**config.mk**
```make
export PLATFORM = sky130hd
export DESIGN_NAME = stq_cmd_fifo
export DESIGN_NICKNAME = d
export VERILOG_FILES = /design/src/hdl/sorted_software_timer_queue_unit_defines.svh /design/src/hdl/stq_pkg.sv /design/src/hdl/stq_cmd_fifo.sv
export SDC_FILE = /design/constraint.sdc
export NUM_CORES = 1
export LEC_CHECK = 0
export BUFFER_PORTS_ARGS = -buffer_cell sky130_fd_sc_hd__clkbuf_2
export CORE_MARGIN = 3
export CORE_UTILIZATION = 52
export CTS_CLUSTER_DIAMETER = 150
export CTS_CLUSTER_SIZE = 40
export DETAILED_ROUTE_END_ITERATION = 10
export PLACE_DENSITY = 0.87
export SYNTH_ARGS = -nofsm -noshare
export SYNTH_HDL_FRONTEND = slang
export SYNTH_SLANG_ARGS = --single-unit
```
**constraint.sdc**
```tcl
create_clock -name clk -period 5.15 [get_ports clk]
set_input_delay 0 -clock clk [delete_from_list [all_inputs] [get_ports clk]]
set_output_delay 0 -clock clk [all_outputs]
set_load 0.02 [all_outputs]
```
**src/hdl/sorted_software_timer_queue_unit_defines.svh**
```systemverilog
`ifndef SORTED_SOFTWARE_TIMER_QUEUE_UNIT_DEFINES_SVH
`define SORTED_SOFTWARE_TIMER_QUEUE_UNIT_DEFINES_SVH

// Same-cycle implication, checked on every rising clk edge outside reset.
`define STQ_ASSERT(name, ante, cons, msg) \
  name: assert property (@(posedge clk) disable iff (!rst_n) (ante) |-> (cons)) \
    else $error(msg);

// Next-cycle implication.
`define STQ_ASSERT_NEXT(name, ante, cons, msg) \
  name: assert property (@(posedge clk) disable iff (!rst_n) (ante) |=> (cons)) \
    else $error(msg);

`endif

```
**src/hdl/stq_pkg.sv**
```systemverilog
`timescale 1ns / 1ps
package stq_pkg;

  localparam int SLOTS_DEF = 16;
  localparam int SLOT_W    = 4;
  localparam int DL_W      = 32;
  localparam int TAG_W     = 32;
  localparam int DEST_W    = 4;
  localparam int FUNC_W    = 2;
  localparam int CNT_W     = 5;
  localparam int TS_W      = 5;
  localparam int MAX_OUT   = 16;
  localparam int Q_DEPTH   = 2;
  localparam int IN_DATA_W  = 72;
  localparam int OUT_DATA_W = 48;

  localparam logic [FUNC_W-1:0] FUNC_SET    = 2'd0;
  localparam logic [FUNC_W-1:0] FUNC_CANCEL = 2'd1;
  localparam logic [FUNC_W-1:0] FUNC_TICK   = 2'd2;

  localparam logic KIND_ACK = 1'b0;
  localparam logic KIND_EXP = 1'b1;

  localparam logic [TS_W-1:0] TASK_SLOT_RST = 5'd16;
  localparam logic            REG_TASK_SLOT = 1'b0;

  typedef enum logic [1:0] {OP_SET, OP_CANCEL, OP_TICK, OP_NOP} op_t;

  typedef logic [CNT_W-1:0] cnt_t;

  typedef struct packed {
    op_t               op;
    logic [SLOT_W-1:0] slot;
    logic [DL_W-1:0]   delay;
    logic [DEST_W-1:0] dest;
    logic [TAG_W-1:0]  tag;
  } cmd_t;

  typedef struct packed {
    logic valid;
    cmd_t cmd;
  } q_out_t;

  typedef struct packed {
    logic [SLOT_W-1:0] slot;
    logic [DL_W-1:0]   dl;
    logic [TAG_W-1:0]  tag;
    logic [DEST_W-1:0] dest;
  } ent_t;

endpackage

```
**src/hdl/stq_cmd_fifo.sv**
```systemverilog
`timescale 1ns / 1ps
module stq_cmd_fifo (
  input  logic            clk,
  input  logic            rst_n,
  input  logic            push,
  input  stq_pkg::cmd_t   push_cmd,
  output logic            full,
  input  logic            pop,
  output stq_pkg::q_out_t head
);

  localparam int D  = stq_pkg::Q_DEPTH;
  localparam int AW = (D > 1) ? $clog2(D) : 1;
  localparam int CW = $clog2(D + 1);

  stq_pkg::cmd_t  mem_r [D];
  logic [AW-1:0]  wr_ptr_r, wr_ptr_nxt;
  logic [AW-1:0]  rd_ptr_r, rd_ptr_nxt;
  logic [CW-1:0]  cnt_r, cnt_nxt;

  assign full       = cnt_r == CW'(D);
  assign head.valid = cnt_r != '0;
  assign head.cmd   = mem_r[rd_ptr_r];

  always_comb begin
    wr_ptr_nxt = wr_ptr_r;
    rd_ptr_nxt = rd_ptr_r;
    cnt_nxt    = cnt_r;
    if (push) begin
      wr_ptr_nxt = (wr_ptr_r == AW'(D - 1)) ? '0 : wr_ptr_r + 1'b1;
    end
    if (pop) begin
      rd_ptr_nxt = (rd_ptr_r == AW'(D - 1)) ? '0 : rd_ptr_r + 1'b1;
    end
    if (push && !pop) begin
      cnt_nxt = cnt_r + 1'b1;
    end else if (pop && !push) begin
      cnt_nxt = cnt_r - 1'b1;
    end
  end

  always_ff @(posedge clk) begin
    if (!rst_n) begin
      wr_ptr_r <= '0;
      rd_ptr_r <= '0;
      cnt_r    <= '0;
    end else begin
      wr_ptr_r <= wr_ptr_nxt;
      rd_ptr_r <= rd_ptr_nxt;
      cnt_r    <= cnt_nxt;
    end
  end

  always_ff @(posedge clk) begin
    if (push) begin
      mem_r[wr_ptr_r] <= push_cmd;
    end
  end

endmodule

```
# --- Yosys cells after proc, flatten, opt, wreduce, memory -nomap -nowiden ---
# Memory sizes are Yosys's and may differ from the RTL's. A register that Yosys moved wholly into a read port is not among the register bits.
# Cells that the tools add are included.
op_classes:
  eq_ne: 1
  n_reduce_logical: 6
  mux: 8
  add_sub_neg: 4
ops:
  columns: ["operator", "n"]
  rows:
  - ["1-bit 2-to-1 mux", 6]
  - ["2-bit 2-to-1 mux", 2]
  - ["2-bit nonzero test", 2]
  - ["1-bit adder (second input constant)", 2]
  - ["2-bit by 1-bit adder with 2-bit output (second input constant)", 1]
  - ["2-bit equality test (second input constant)", 1]
  - ["1-bit logical AND", 2]
  - ["1-bit zero test", 2]
  - ["2-bit by 1-bit subtractor with 2-bit output (second input constant)", 1]
word_totals:
  output_inout_bits: 76
  ram_bits: 148
  elab_cells: 23
  regBits: 4
  memories: 1
memory_table:
  columns: ["name", "words", "width", "rd", "rd_clocked_by_memory_dff", "write_ports", "line", "source"]
  rows:
  - ["mem_r", 2, 74, 1, 1, 1, "stq_cmd_fifo.sv:16", "stq_pkg::cmd_t mem_r [D];"]

# --- Depth between registers and ports, before layout ---
logic_depth:
  ltp_word: 4
  depth_mapped: 5

# --- Worst setup path after synthesis ---
# No wires, ideal clock.
synth_timing:
  path_type: "register -> register"
  startpoint: "register wr_ptr_r"
  endpoint: "memory mem_r[0][0] (netlist name), enable pin"
  arrival_ns: 3.609
  period_less_slack_ns: 4.126
  path_stages_with_launch: 2
  setup_ns: 0.516
  slack_ns: 1.024
  n_path_buf: 0
  path_cell_list: "dfxtp_1 nor2b_1"
synth_rtl:
  columns: ["element", "line", "source"]
  rows:
  - ["start: declaration", "stq_cmd_fifo.sv:17", "logic [AW-1:0] wr_ptr_r, wr_ptr_nxt;"]
  - ["start signal: assignment", "stq_cmd_fifo.sv:48", "wr_ptr_r <= wr_ptr_nxt;"]
  - ["end: declaration", "stq_cmd_fifo.sv:16", null]
# No word-level cell before the write port.

# --- Final worst setup path ---
layout_timing:
  startpoint: "register wr_ptr_r"
  endpoint: "memory mem_r[0][2] (netlist name), enable pin"
# No word-level cell before the write port.

==> impl_metrics.json <==
{
  "total_power_w": 0.00297,
  "period_share": 0.416,
  "p_leak_nw": 2.99,
  "cpPeakStageDelay_ps": 780,
  "dieHeight_um": 110,
  "synth-seq-cells": 153,
  "cpMaxStageDelayCell": "nor2b_4",
  "seq_area_frac_synth": 0.815,
  "initial_utilization": 0.538,
  "grt-ovfl-total": 0,
  "max_freq_ghz": 0.467,
  "fp.coreArea_um2": 10400,
  "viasPerCell": 4.93,
  "stdcell_count": 643,
  "powerDensity_nw_per_um2": 382,
  "pwr-share-seq": 0.497,
  "cts.clk_slew.worst_paths_ps": 60,
  "dieArea_um2": 12000,
  "crit_chain": "nor2b_4 -> buf_4",
  "dr.pass1.iters": 4,
  "clock_tree.root_cell": "clkbuf_8",
  "crit_path_start_kind": "register",
  "syn2layout_area_growth_pct": 39.4,
  "dp_hpwl_um": 6220,
  "cts_buffers": 17,
  "fin_crit_ps": 2140,
  "setup_violations": 0,
  "maxCapViolations": 0,
  "routedWlPerCell_um": 17.1,
  "cp_max_fo": 41,
  "ioPinCount": 154,
  "worst_pin_slew_ps": 998,
  "ys.flop_type": "edfxtp_1",
  "syn_nets": 331,
  "ys_types": 18,
  "rsz0062_at_grt": "no",
  "tns_ps": 0,
  "drt-total-wl_um": 11000,
  "h-tree-depth": 4,
  "endpoint_kind": "register",
  "cts_tree": "done",
  "port_buffers": 153,
  "fin_ws_ps": 3010,
  "grt.total_usage": 0.187,
  "drtIter0Drc": 154,
  "worst_hold_path_type": "input port to register",
  "final_cell_mix": "clkbuf_2, edfxtp_1, dlygate4sd3_1",
  "vias": 3168,
  "fin_skew_ps": 6.01,
  "grt_max_degree": 75,
  "netlist_instances": 252,
  "fin_util": 0.750,
  "clock_power_share": 0.384,
  "cp.arrival_ps": 2280,
  "internal_power_w": 0.00229,
  "place_inst": 534,
  "post-place-ws_ps": 3010,
  "netlist_area_um2": 5580,
  "finalMaxSlewViolations": 0,
  "layout-drive-gt1-share": 0.516,
  "status": "completed",
  "required_ps": 5290,
  "p_switching_w": 0.000681,
  "cts_buffer_depth": 2,
  "p_sw_frac": 0.229,
  "clock_latency_ps": 500,
  "rows": 37,
  "hold_viol_final": 0,
  "nets": 573,
  "avgSynthCellArea_um2": 22.1,
  "path_class": "register to register",
  "cts_sinks": 153,
  "grt_pass1_wl_um": 16500,
  "antenna_found_initial": 0,
  "die_w_um": 110,
  "final_common_cell": "clkbuf_2",
  "comb_power_share": 0.119,
  "vdd_drop_max_mv": 0.253,
  "drc": 0,
  "async_flop_share": 0,
  "cts-resized-gates": 0,
  "grt_pass1_vias": 3427,
  "yosysWarnings": 0,
  "slew_headroom": 0.335,
  "synth_edf_count": 148,
  "ant_nets": 0,
  "routabilityCongestion": 0.731
}
==> cell usage after synthesis, types with 2 or more instances <==
master    count  area share
and2_1        4      0.0045
buf_6         6       0.012
dfxtp_1       5       0.018
edfxtp_1    148        0.80
mux2_2       74        0.15
nor2b_1       2      0.0022
xor2_1        2      0.0031
==> layer usage <==
metal  share of wire  GRT usage  vias up
met5               0          0        -
met4           0.017     0.0784        0
met3           0.064     0.0622       18
met2            0.54      0.339      125
met1            0.38      0.199     1541
li1                -          -     1484
==> cell type report <==
class | instances | area (µm²)
multi-input combinational | 90 | 961
clock inverter | 13 | 131
fill | 590 | 2590
timing repair buffer | 231 | 1540
clock buffer | 18 | 418
antenna | 1 | 2.50
tap | 136 | 170
sequential | 153 | 4550
inverter | 1 | 3.75
==> stage by stage <==
step / area (µm²) / hold WS [ps]
detailed placement: 6460 / 192
global route: 7780 / 69.8
CTS: 7780 / 21.6
finish: 7780 / 52.7
floorplan: 5580 / 98.9
global placement: 6460 / 189
==> cells by family (layout without fill, tap and decap cells) <==
logic type	count (synthesis)	after routing	synth area share
AOI/OAI and AO/OA	3	3	0.00359
xor gates and xnor gates	3	3	0.00471
adders and majority gates	1	1	0.00224
buffers and inverters	9	263	0.0150
DFF	153	153	0.815
muxes	74	74	0.149
other	0	1	0
and+or+nand+nor	9	9	0.0105
==> flip-flops by register name (all words and copies together) (netlist names), named ones only <==
register / cells
cnt_r: 2
wr_ptr_r: 1
mem_r: 148
rd_ptr_r: 1
==> critical path: cells and delay by family (launching register included) <==
| kind | cells | cell delay (ps) |
|---|---|---|
| buffers and inverters | 1 | 600 |
| flip-flops | 1 | 350 |
| AND/OR/NAND/NOR | 1 | 780 |
==> power groups by stage <==
stage                     Combinational (W)  Sequential [W]  Clock, W
final                              0.000352         0.00148   0.00114
after CTS                          0.000352         0.00148   0.00116
after global routing               0.000376         0.00148   0.00122
after floorplan                    0.000217         0.00148         0
after global placement             0.000297         0.00150         0
after detailed placement           0.000303         0.00150         0
==> what timing repair did <==
action                                 4_1_cts  5_1_grt
setup endpoints to repair                    0        0
endpoints found under the hold margin      153        0
setup buffers                                0        0
hold buffers                                77        0
==> path summary, 6_finish.rpt <==
path	from	end	slack, ps	cells past startpoint
worst max register to register	wr_ptr_r	mem_r[0][2]	3010	2
worst max-delay path	wr_ptr_r	mem_r[0][2]	3010	2
worst min-delay path	push	cnt_r[1]	50	4
worst min register to register	cnt_r[1]	cnt_r[1]	520	2
Note: power is estimated with default switching activity, not from simulation.
