File: src/hdl/sorted_software_timer_queue_unit_defines.svh
`ifndef SORTED_SOFTWARE_TIMER_QUEUE_UNIT_DEFINES_SVH
`define SORTED_SOFTWARE_TIMER_QUEUE_UNIT_DEFINES_SVH

// Same-cycle implication, checked on every rising clk edge outside reset.
`define STQ_ASSERT(name, ante, cons, msg) \
  name: assert property (@(posedge clk) disable iff (!rst_n) (ante) |-> (cons)) \
    else $error(msg);

// Next-cycle implication.
`define STQ_ASSERT_NEXT(name, ante, cons, msg) \
  name: assert property (@(posedge clk) disable iff (!rst_n) (ante) |=> (cons)) \
    else $error(msg);

`endif

File: src/hdl/stq_pkg.sv
`timescale 1ns / 1ps
package stq_pkg;

  localparam int SLOTS_DEF = 16;
  localparam int SLOT_W    = 4;
  localparam int DL_W      = 32;
  localparam int TAG_W     = 32;
  localparam int DEST_W    = 4;
  localparam int FUNC_W    = 2;
  localparam int CNT_W     = 5;
  localparam int TS_W      = 5;
  localparam int MAX_OUT   = 16;
  localparam int Q_DEPTH   = 2;
  localparam int IN_DATA_W  = 72;
  localparam int OUT_DATA_W = 48;

  localparam logic [FUNC_W-1:0] FUNC_SET    = 2'd0;
  localparam logic [FUNC_W-1:0] FUNC_CANCEL = 2'd1;
  localparam logic [FUNC_W-1:0] FUNC_TICK   = 2'd2;

  localparam logic KIND_ACK = 1'b0;
  localparam logic KIND_EXP = 1'b1;

  localparam logic [TS_W-1:0] TASK_SLOT_RST = 5'd16;
  localparam logic            REG_TASK_SLOT = 1'b0;

  typedef enum logic [1:0] {OP_SET, OP_CANCEL, OP_TICK, OP_NOP} op_t;

  typedef logic [CNT_W-1:0] cnt_t;

  typedef struct packed {
    op_t               op;
    logic [SLOT_W-1:0] slot;
    logic [DL_W-1:0]   delay;
    logic [DEST_W-1:0] dest;
    logic [TAG_W-1:0]  tag;
  } cmd_t;

  typedef struct packed {
    logic valid;
    cmd_t cmd;
  } q_out_t;

  typedef struct packed {
    logic [SLOT_W-1:0] slot;
    logic [DL_W-1:0]   dl;
    logic [TAG_W-1:0]  tag;
    logic [DEST_W-1:0] dest;
  } ent_t;

endpackage

File: src/hdl/stq_back.sv
`timescale 1ns / 1ps
module stq_back #(
  parameter int SLOTS = stq_pkg::SLOTS_DEF
) (
  input  logic                           clk,
  input  logic                           rst_n,
  input  stq_pkg::q_out_t                head,
  output logic                           pop,
  input  logic [stq_pkg::TS_W-1:0]       task_slot,
  output logic                           out_tvalid,
  input  logic                           out_tready,
  output logic [stq_pkg::OUT_DATA_W-1:0] out_tdata,
  output logic                           out_tuser,
  output logic                           out_tlast
);

  localparam int LW = $clog2(SLOTS + 1);

  localparam logic [2:0] S_IDLE   = 3'd0;
  localparam logic [2:0] S_REMOVE = 3'd1;
  localparam logic [2:0] S_INSERT = 3'd2;
  localparam logic [2:0] S_ACK    = 3'd3;
  localparam logic [2:0] S_COUNT  = 3'd4;
  localparam logic [2:0] S_EMIT   = 3'd5;

  logic [2:0]                 state_r, state_nxt;
  stq_pkg::cmd_t              cmd_r;
  logic [stq_pkg::DL_W-1:0]   tick_r, tick_nxt;
  logic [stq_pkg::DL_W-1:0]   dl_r;
  logic [LW-1:0]              len_r, len_nxt;
  logic [LW-1:0]              fin_r;
  stq_pkg::cnt_t              left_r, left_nxt;

  // Sorted row of entries, head at index 0; valid entries form a prefix.
  stq_pkg::ent_t              ent_r   [SLOTS];
  stq_pkg::ent_t              ent_nxt [SLOTS];
  logic [SLOTS-1:0]           ev_r, ev_nxt;

  logic [SLOTS-1:0]           match, past, gt, first, expd, bnd, sh;
  logic [LW-1:0]              k;
  stq_pkg::cnt_t              emit_n;
  stq_pkg::ent_t              new_ent;
  logic                       out_free, do_shift, do_insert;

  logic                       out_vld_r;
  logic                       kind_r, sw_r, last_r;
  logic [stq_pkg::SLOT_W-1:0] oslot_r;
  logic [stq_pkg::TAG_W-1:0]  otag_r;
  logic [stq_pkg::DEST_W-1:0] odest_r;
  stq_pkg::cnt_t              ocnt_r;

  assign out_free = !out_vld_r || out_tready;
  assign pop      = (state_r == S_IDLE) && head.valid;

  assign new_ent.slot = cmd_r.slot;
  assign new_ent.dl   = dl_r;
  assign new_ent.tag  = cmd_r.tag;
  assign new_ent.dest = cmd_r.dest;

  always_comb begin
    for (int i = 0; i < SLOTS; i++) begin
      match[i] = ev_r[i] && (ent_r[i].slot == cmd_r.slot);
      past[i]  = |(match & ({SLOTS{1'b1}} >> (SLOTS - 1 - i)));
      gt[i]    = !ev_r[i] || (ent_r[i].dl > dl_r);
      expd[i]  = ev_r[i] && (ent_r[i].dl <= tick_r);
    end
    first[0] = gt[0];
    for (int i = 1; i < SLOTS; i++) begin
      first[i] = gt[i] && !gt[i-1];
    end
    for (int i = 0; i < SLOTS - 1; i++) begin
      bnd[i] = expd[i] && !expd[i+1];
    end
    bnd[SLOTS-1] = expd[SLOTS-1];
    // The expired entries are a prefix, so its end gives their number.
    k = '0;
    for (int i = 0; i < SLOTS; i++) begin
      if (bnd[i]) begin
        k = k | LW'(i + 1);
      end
    end
    emit_n = (int'(k) > stq_pkg::MAX_OUT) ? stq_pkg::cnt_t'(stq_pkg::MAX_OUT)
                                          : stq_pkg::cnt_t'(k);
  end

  assign do_shift  = (state_r == S_REMOVE) || ((state_r == S_EMIT) && out_free);
  assign do_insert = state_r == S_INSERT;
  assign sh        = (state_r == S_EMIT) ? {SLOTS{1'b1}} : past;

  always_comb begin
    ev_nxt = ev_r;
    for (int i = 0; i < SLOTS; i++) begin
      ent_nxt[i] = ent_r[i];
    end
    if (do_shift) begin
      for (int i = 0; i < SLOTS - 1; i++) begin
        if (sh[i]) begin
          ent_nxt[i] = ent_r[i+1];
          ev_nxt[i]  = ev_r[i+1];
        end
      end
      if (sh[SLOTS-1]) begin
        ev_nxt[SLOTS-1] = 1'b0;
      end
    end
    if (do_insert) begin
      // New entry goes after every entry with an equal or earlier deadline.
      if (first[0]) begin
        ent_nxt[0] = new_ent;
        ev_nxt[0]  = 1'b1;
      end
      for (int i = 1; i < SLOTS; i++) begin
        if (first[i]) begin
          ent_nxt[i] = new_ent;
          ev_nxt[i]  = 1'b1;
        end else if (gt[i]) begin
          ent_nxt[i] = ent_r[i-1];
          ev_nxt[i]  = ev_r[i-1];
        end
      end
    end
  end

  always_comb begin
    state_nxt = state_r;
    tick_nxt  = tick_r;
    len_nxt   = len_r;
    left_nxt  = left_r;
    unique case (state_r)
      S_IDLE: begin
        if (head.valid) begin
          unique case (head.cmd.op)
            stq_pkg::OP_SET, stq_pkg::OP_CANCEL: state_nxt = S_REMOVE;
            stq_pkg::OP_TICK: begin
              tick_nxt  = tick_r + 1'b1;
              state_nxt = S_COUNT;
            end
            default: state_nxt = S_ACK;
          endcase
        end
      end
      S_REMOVE: begin
        if (|match) begin
          len_nxt = len_r - 1'b1;
        end
        state_nxt = (cmd_r.op == stq_pkg::OP_SET) ? S_INSERT : S_ACK;
      end
      S_INSERT: begin
        len_nxt   = len_r + 1'b1;
        state_nxt = S_ACK;
      end
      S_ACK: begin
        if (out_free) begin
          state_nxt = S_IDLE;
        end
      end
      S_COUNT: begin
        left_nxt  = emit_n;
        state_nxt = (emit_n == '0) ? S_ACK : S_EMIT;
      end
      S_EMIT: begin
        if (out_free) begin
          len_nxt  = len_r - 1'b1;
          left_nxt = left_r - 1'b1;
          if (left_r == stq_pkg::cnt_t'(1)) begin
            state_nxt = S_IDLE;
          end
        end
      end
      default: state_nxt = S_IDLE;
    endcase
  end

  always_ff @(posedge clk) begin
    if (!rst_n) begin
      state_r   <= S_IDLE;
      tick_r    <= '0;
      len_r     <= '0;
      left_r    <= '0;
      ev_r      <= '0;
      out_vld_r <= 1'b0;
    end else begin
      state_r <= state_nxt;
      tick_r  <= tick_nxt;
      len_r   <= len_nxt;
      left_r  <= left_nxt;
      ev_r    <= ev_nxt;
      if ((state_r == S_ACK || state_r == S_EMIT) && out_free) begin
        out_vld_r <= 1'b1;
      end else if (out_tready) begin
        out_vld_r <= 1'b0;
      end
    end
  end

  always_ff @(posedge clk) begin
    for (int i = 0; i < SLOTS; i++) begin
      ent_r[i] <= ent_nxt[i];
    end
    if (pop) begin
      cmd_r <= head.cmd;
    end
    if (state_r == S_REMOVE) begin
      dl_r <= tick_r + cmd_r.delay;
    end
    if (state_r == S_COUNT) begin
      fin_r <= len_r - LW'(emit_n);
    end
    if (state_r == S_ACK && out_free) begin
      kind_r  <= stq_pkg::KIND_ACK;
      oslot_r <= '0;
      otag_r  <= '0;
      odest_r <= '0;
      sw_r    <= 1'b0;
      ocnt_r  <= stq_pkg::cnt_t'(len_r);
      last_r  <= 1'b1;
    end else if (state_r == S_EMIT && out_free) begin
      kind_r  <= stq_pkg::KIND_EXP;
      oslot_r <= ent_r[0].slot;
      otag_r  <= ent_r[0].tag;
      odest_r <= ent_r[0].dest;
      sw_r    <= task_slot == {1'b0, ent_r[0].slot};
      ocnt_r  <= stq_pkg::cnt_t'(fin_r);
      last_r  <= left_r == stq_pkg::cnt_t'(1);
    end
  end

  assign out_tvalid = out_vld_r;
  assign out_tuser  = kind_r;
  assign out_tlast  = last_r;
  assign out_tdata  = {2'b00, ocnt_r, sw_r, odest_r, otag_r, oslot_r};

endmodule

File: config.mk
export PLATFORM = sky130hd
export DESIGN_NAME = stq_back
export DESIGN_NICKNAME = d
export VERILOG_FILES = /design/src/hdl/sorted_software_timer_queue_unit_defines.svh /design/src/hdl/stq_pkg.sv /design/src/hdl/stq_back.sv
export SDC_FILE = /design/constraint.sdc
export NUM_CORES = 2
export LEC_CHECK = 0
export ABC_AREA = 1
export BUFFER_PORTS_ARGS = -buffer_cell sky130_fd_sc_hd__buf_2
export CORE_MARGIN = 5
export CORE_UTILIZATION = 40
export DETAILED_ROUTE_END_ITERATION = 10
export PLACE_DENSITY_LB_ADDON = 0.15
export SYNTH_ARGS = -nofsm -noshare
export SYNTH_HDL_FRONTEND = slang
export SYNTH_SLANG_ARGS = --single-unit
File: constraint.sdc
create_clock -name clk -period 8.6 [get_ports clk]
set_input_delay 1.72 -clock clk [delete_from_list [all_inputs] [get_ports clk]]
set_output_delay 1.72 -clock clk [all_outputs]
set_load 0.05 [all_outputs]
# [Yosys cells after proc, flatten, opt, wreduce, memory -nomap -nowiden]
# Memory sizes are Yosys's and may differ from the RTL's.
# Cells that the tools add are included.
[totals] reg_bits=221 ram_bits=1152 in_bits=83 out_inout_bits=52 wordCells=382 mem_count=1
[op_classes] add_sub_neg=6 order_cmp=33 n_eq_ne=30 n_mux=132 n_reduce_logical=160
[memory_table] name="ent_r" depth=16 width=72 read_ports=16 rd_ports_with_merged_regs=0 wr=16 line="stq_back.sv:35" text="stq_pkg::ent_t ent_r [SLOTS];"
[op_table] operator="two-way mux 72 bit" n=46
[op_table] operator="two-way mux 1152 bit" n=1
[op_table] operator="two-way mux 1080 bit" n=1
[op_table] operator="greater-than comparator 32 bit" n=16
[op_table] operator="<= comparator 32 bit" n=16
[op_table] operator="logical AND 1 bit" n=66
[op_table] operator="equality test 4 bit" n=16
[op_table] operator="two-way mux 1 bit" n=51
[op_table] operator="two-way mux 16 bit" n=3
[op_table] operator="zero test 1 bit" n=47
[op_table] operator="two-way mux 5 bit" n=7
[op_table] operator="adder 32 x 1 -> 32 bit (second input constant)" n=1
[op_table] operator="adder 32 bit" n=1
[op_table] operator="two-way mux 4 bit" n=8
[op_table] operator="two-way mux 3 bit" n=9
[op_table] operator="logical OR 1 bit" n=19
[op_table] operator="one-hot mux 3 bit (6 select lines)" n=1
[op_table] operator="OR reduction 16 bit" n=1
[op_table] operator="one-hot mux 5 bit (3 select lines)" n=1
[op_table] operator="OR reduction 15 bit" n=1
[op_table] operator="OR reduction 14 bit" n=1
[op_table] operator="OR reduction 13 bit" n=1
[op_table] operator="OR reduction 12 bit" n=1
[op_table] operator="OR reduction 11 bit" n=1
[op_table] operator="33 further kinds" n=45

# [Depth between registers and ports, before layout]
# An unclocked memory read counts as a cell.
[depth] word_depth=26 mapped_depth=29 mapped_depth_nobuf=29

# [Worst setup path before layout]
# OpenSTA, ideal clock, no wires.
[synth_timing] path_type="input-to-reg" startpoint="in head[74] in the netlist's numbering" endpoint="reg tick_r[27] in the netlist's numbering" setup_ns=0.142 arrival_ns=4.772 required_ns=8.458 setup_slack_ns=3.686 stages=15 path_buffers=0 cell_sequence="inv_1 -> nor2_4 -> nand2_4 -> nor4_4 -> nand3_2 -> nor2_2 -> nand2_1 -> nor2_2 -> nand2_1 -> nor2_2 -> nand4_2 -> nor2_2 -> nand2_1 -> o21ai_1 -> a21oi_1"
[synth_between] elab_chain_cells=1
[synth_rtl] element="start: declaration" line="stq_back.sv:7" text="input stq_pkg::q_out_t head,"
[synth_rtl] element="AND reduction 3 bit (no line)"
[synth_rtl] element="end signal: assignment" line="stq_back.sv:184" text="tick_r <= tick_nxt;"
[synth_rtl] element="end: declaration" line="stq_back.sv:28" text="logic [stq_pkg::DL_W-1:0] tick_r, tick_nxt;"
# No other way between the ends.
# A chain may end at the register's enable or synchronous reset.

==> impl_metrics.prom <==
# TYPE chip_impl_metric gauge
chip_impl_metric{name="ctsHoldBuffers",unit=""} 0
chip_impl_metric{name="p_leak",unit="nW"} 46.8
chip_impl_metric{name="postSynthAreaPerCell",unit="sq um"} 7.10
chip_impl_metric{name="grt_first_pass_wirelength",unit="mm"} 537
chip_impl_metric{name="port_buffers",unit=""} 132
chip_impl_metric{name="synthesis.instances",unit=""} 13000
chip_impl_metric{name="final_layout_size_suffix_gt1_share",unit="%"} 5.74
chip_impl_metric{name="track_usage",unit="%"} 28.5
chip_impl_info{name="timing_worst_setup_path_type",value="reg -> reg"} 1
chip_impl_info{name="netlist.top_cell.by_area",value="sky130_fd_sc_hd__dfxtp_1"} 1
chip_impl_info{name="root_buffer",value="sky130_fd_sc_hd__clkbuf_16"} 1
chip_impl_metric{name="gp_routability_congestion",unit=""} 0.931
chip_impl_metric{name="synthToLayoutAreaGrowth",unit="%"} 9.82
chip_impl_info{name="r2r_start",value="dl_r[29]$_DFFE_PP_"} 1
chip_impl_metric{name="synth-edff-count",unit=""} 188
chip_impl_metric{name="nets",unit=""} 13900
chip_impl_metric{name="peakVddDrop",unit="uV"} 452
chip_impl_metric{name="detailedPlacementHpwl",unit="mm"} 263
chip_impl_metric{name="drt-initial-drc-count",unit=""} 9864
chip_impl_metric{name="globalRouteOverflowTotal",unit=""} 0
chip_impl_metric{name="antenna_found_initial",unit=""} 16
chip_impl_info{name="synth_top_cells_by_area",value="sky130_fd_sc_hd__dfxtp_1, sky130_fd_sc_hd__ha_1, sky130_fd_sc_hd__nand2_1"} 1
chip_impl_metric{name="crit_required",unit="ns"} 9.39
chip_impl_metric{name="grt_max_degree",unit=""} 147
chip_impl_info{name="critical_path.endpoint_type",value="register"} 1
chip_impl_metric{name="yosys.cell_types.count",unit=""} 65
chip_impl_metric{name="floorplan.initialDensity",unit="%"} 40.2
chip_impl_metric{name="post-route-min-period",unit="ns"} 6.46
chip_impl_metric{name="drt_first_pass_iters",unit=""} 6
chip_impl_metric{name="num_io_pins",unit=""} 135
chip_impl_info{name="final_common_cell",value="sky130_fd_sc_hd__nand2_1"} 1
chip_impl_metric{name="setup_violations",unit=""} 0
chip_impl_info{name="startpoint_type",value="register"} 1
chip_impl_metric{name="netlist_area",unit="sq um"} 92600
chip_impl_metric{name="postRouteAntennaNets",unit=""} 0
chip_impl_metric{name="synth.top_cell.area_share",unit="%"} 25.6
chip_impl_info{name="tritoncts",value="done"} 1
chip_impl_metric{name="number_of_failing_hold_endpoints_at_the_final_stage",unit=""} 0
chip_impl_metric{name="residual_drc_count",unit=""} 0
chip_impl_metric{name="route.detailed.vias_per_inst",unit=""} 5.73
chip_impl_metric{name="die_area",unit="sq um"} 241000
chip_impl_info{name="min_from",value="out_tuser$_SDFFE_PP0P_"} 1
chip_impl_info{name="min-delay-path-class",value="reg -> reg"} 1
chip_impl_info{name="outcome",value="finished clean"} 1
chip_impl_metric{name="slew-limit-headroom",unit="%"} 17.6
chip_impl_metric{name="post_synth_xor_area_fraction",unit="%"} 0.577
chip_impl_metric{name="synth.ff_latch_count",unit=""} 1373
chip_impl_metric{name="cts.reportedPaths.clkPinSlew",unit="ns"} 0.06
chip_impl_metric{name="cts-htree-levels",unit=""} 4
chip_impl_metric{name="worst_skew_pair.late_latency",unit="ns"} 0.88
chip_impl_metric{name="drt-wirelength-per-cell",unit="microns"} 22.4
chip_impl_metric{name="route.final.wire_length",unit="mm"} 358
chip_impl_metric{name="proportion_of_synthesized_area_in_mux_cells",unit="%"} 1.11
chip_impl_metric{name="max_slew.worst_pin.slew",unit="ns"} 1.24
chip_impl_metric{name="die-height",unit="microns"} 491
chip_impl_info{name="setup_repair_after_global_routing_missed_its_margin",value="no"} 1
chip_impl_info{name="setup.worst_path.start",value="dl_r[29]$_DFFE_PP_"} 1
chip_impl_metric{name="post_cts.repair.setup_buffers",unit=""} 0
chip_impl_info{name="combinational_family_with_the_most_area_after_synthesis",value="compound AO/OA/AOI/OAI gates"} 1
chip_impl_metric{name="totalNegativeSetupSlack",unit="ns"} 0
chip_impl_metric{name="simple_logic_cell_fraction_of_the_synthesized_area",unit="%"} 20.4
chip_impl_metric{name="fp.coreArea",unit="sq um"} 230000
chip_impl_metric{name="post_synth_fa_ha_maj_area_fraction",unit="%"} 14.5
chip_impl_metric{name="cts.sinks",unit=""} 1373
chip_impl_metric{name="placementRows",unit=""} 176
chip_impl_metric{name="timing.fmax",unit="GHz"} 0.155
chip_impl_metric{name="cts.path.max_buffers",unit=""} 3
chip_impl_metric{name="total_of_cells_resized_after_clock_tree_synthesis",unit=""} 0
chip_impl_metric{name="path_max_fanout",unit=""} 43
chip_impl_metric{name="part_of_the_cycle_the_worst_path_needs",unit="%"} 75.1
chip_impl_metric{name="synth_async_sr_flop_share",unit="%"} 0
chip_impl_metric{name="yosys_warnings",unit=""} 0
chip_impl_metric{name="num_vias",unit=""} 91400
chip_impl_metric{name="tritoncts_buffer_count",unit=""} 168
chip_impl_info{name="layout.cells.most_common_list",value="sky130_fd_sc_hd__nand2_1, sky130_fd_sc_hd__o21ai_0, sky130_fd_sc_hd__inv_1"} 1
chip_impl_metric{name="grt_pass1_vias",unit=""} 84000
chip_impl_info{name="synth-main-ff-cell",value="sky130_fd_sc_hd__dfxtp_1"} 1
chip_impl_metric{name="finClkSkew",unit="ns"} 0.0669
chip_impl_metric{name="max_cap_viol_count",unit=""} 0
chip_impl_metric{name="final.hold.worst_slack",unit="ns"} 0.457
chip_impl_metric{name="timing.final.max_slew_violations",unit=""} 0
chip_impl_metric{name="synth.yosys.seq_area_share",unit="%"} 31.7
chip_impl_metric{name="synth_area_in_compound_gates",unit="%"} 23.2
chip_impl_metric{name="worst_ep_arrival_time",unit="ns"} 7.25
chip_impl_metric{name="powerDensity",unit="nW/um^2"} 419
chip_impl_metric{name="die_width",unit="microns"} 491
-- cell usage after synthesis (34+ instances only) --
cell                       count
sky130_fd_sc_hd__a211oi_1     34
sky130_fd_sc_hd__a21oi_1     958
sky130_fd_sc_hd__buf_1        77
sky130_fd_sc_hd__buf_2       154
sky130_fd_sc_hd__clkbuf_1    516
sky130_fd_sc_hd__dfxtp_1    1185
sky130_fd_sc_hd__edfxtp_1    188
sky130_fd_sc_hd__ha_1       1065
sky130_fd_sc_hd__inv_1      1205
sky130_fd_sc_hd__mux2i_1     103
sky130_fd_sc_hd__nand2_1    3196
sky130_fd_sc_hd__nand3_1     497
sky130_fd_sc_hd__nand4_1     116
sky130_fd_sc_hd__nor2_1      595
sky130_fd_sc_hd__nor3_1      147
sky130_fd_sc_hd__nor4_1       43
sky130_fd_sc_hd__o211ai_1    581
sky130_fd_sc_hd__o21a_1       44
sky130_fd_sc_hd__o21ai_0    1578
sky130_fd_sc_hd__o21ai_1     271
sky130_fd_sc_hd__o221ai_1    130
sky130_fd_sc_hd__o22ai_1      56
sky130_fd_sc_hd__o31ai_1      37
sky130_fd_sc_hd__xor2_1       39
-- routing by layer --
| metal | wire length [microns] | GRT usage, % | vias up | part of all wire, % |
|---|---|---|---|---|
| li1 | - | - | 44400 | - |
| met1 | 170000 | 42.7 | 42700 | 47 |
| met2 | 142000 | 40.1 | 3869 | 40 |
| met3 | 37700 | 7.30 | 448 | 11 |
| met4 | 8870 | 7.36 | 2 | 2.5 |
| met5 | 7 | 0 | - | 0.0020 |
-- critical path: stages, from the launching register on --
cell and delay (ns):
sky130_fd_sc_hd__edfxtp_1 0.74, sky130_fd_sc_hd__inv_1 0.41, sky130_fd_sc_hd__buf_4 0.34, sky130_fd_sc_hd__ha_1 0.34, sky130_fd_sc_hd__nand4_1 0.38, sky130_fd_sc_hd__nor4_1 0.53
sky130_fd_sc_hd__inv_1 0.11, sky130_fd_sc_hd__nor4_2 0.49, sky130_fd_sc_hd__nand2_1 0.13, sky130_fd_sc_hd__a21oi_2 0.79, sky130_fd_sc_hd__inv_4 0.47, sky130_fd_sc_hd__nor2_4 0.95
sky130_fd_sc_hd__nand2_1 0.31, sky130_fd_sc_hd__nand2_1 0.14, sky130_fd_sc_hd__nand2_1 0.06, sky130_fd_sc_hd__o21ai_1 0.10
-- final timing paths --
| path | to | slack (ns) | cells after the start |
|---|---|---|---|
| setup / recovery | ent_r[1][398]$_DFF_P_ | 2.14 | 15 |
| hold / removal | out_tuser$_SDFFE_PP0P_ | 0.46 | 2 |
| setup reg to reg | ent_r[1][398]$_DFF_P_ | 2.14 | 15 |
| hold reg to reg | out_tuser$_SDFFE_PP0P_ | 0.46 | 2 |
-- flip-flops by register name, summed over array words and instances, names as in the netlist, 3 cells and up --
register	cells
cmd_r	74
dl_r	32
ent_r	1152
ev_r	16
fin_r	5
left_r	5
len_r	5
ocnt_r	5
odest_r	4
oslot_r	4
otag_r	32
state_r	3
tick_r	32
-- where the power goes --
part,internal (W),switching (W)
clock,0.00430,0.00318
sequential,0.00981,0.00317
combinational,0.00758,0.0145
-- layout make-up --
class                   count  area [sq um]
clock inverters            73           940
clock buffers             243          4850
fillers                 23200        128000
flip-flops and latches   1373         29400
diodes                      8          20.0
inverters                1238          4680
well taps                3026          3790
multi-input cells        9659         55700
repair buffers            345          2330
-- per-stage QoR --
step	util (%)	cell area (sq um)	setup slack, ns	power [W]	instances
CTS	44.2	102000	2.20	0.0423	16000
detailed placement	41.7	95900	2.22	0.0346	15600
global placement	41.7	95900	2.32	0.0340	15600
floorplan	-	92600	3.69	0.0274	13000
finish	44.2	102000	2.14	0.0426	16000
global route	44.2	102000	2.16	0.0462	16000
-- kinds of logic after synthesis --
logic type / after synthesis
buffers and inverters: 2013
DFF: 1373
xor gates and xnor gates: 61
AOI/OAI and AO/OA: 3774
muxes: 103
and+or+nand+nor: 4651
adders and majority gates: 1068
other: 1
(Power assumes the default switching activity.)
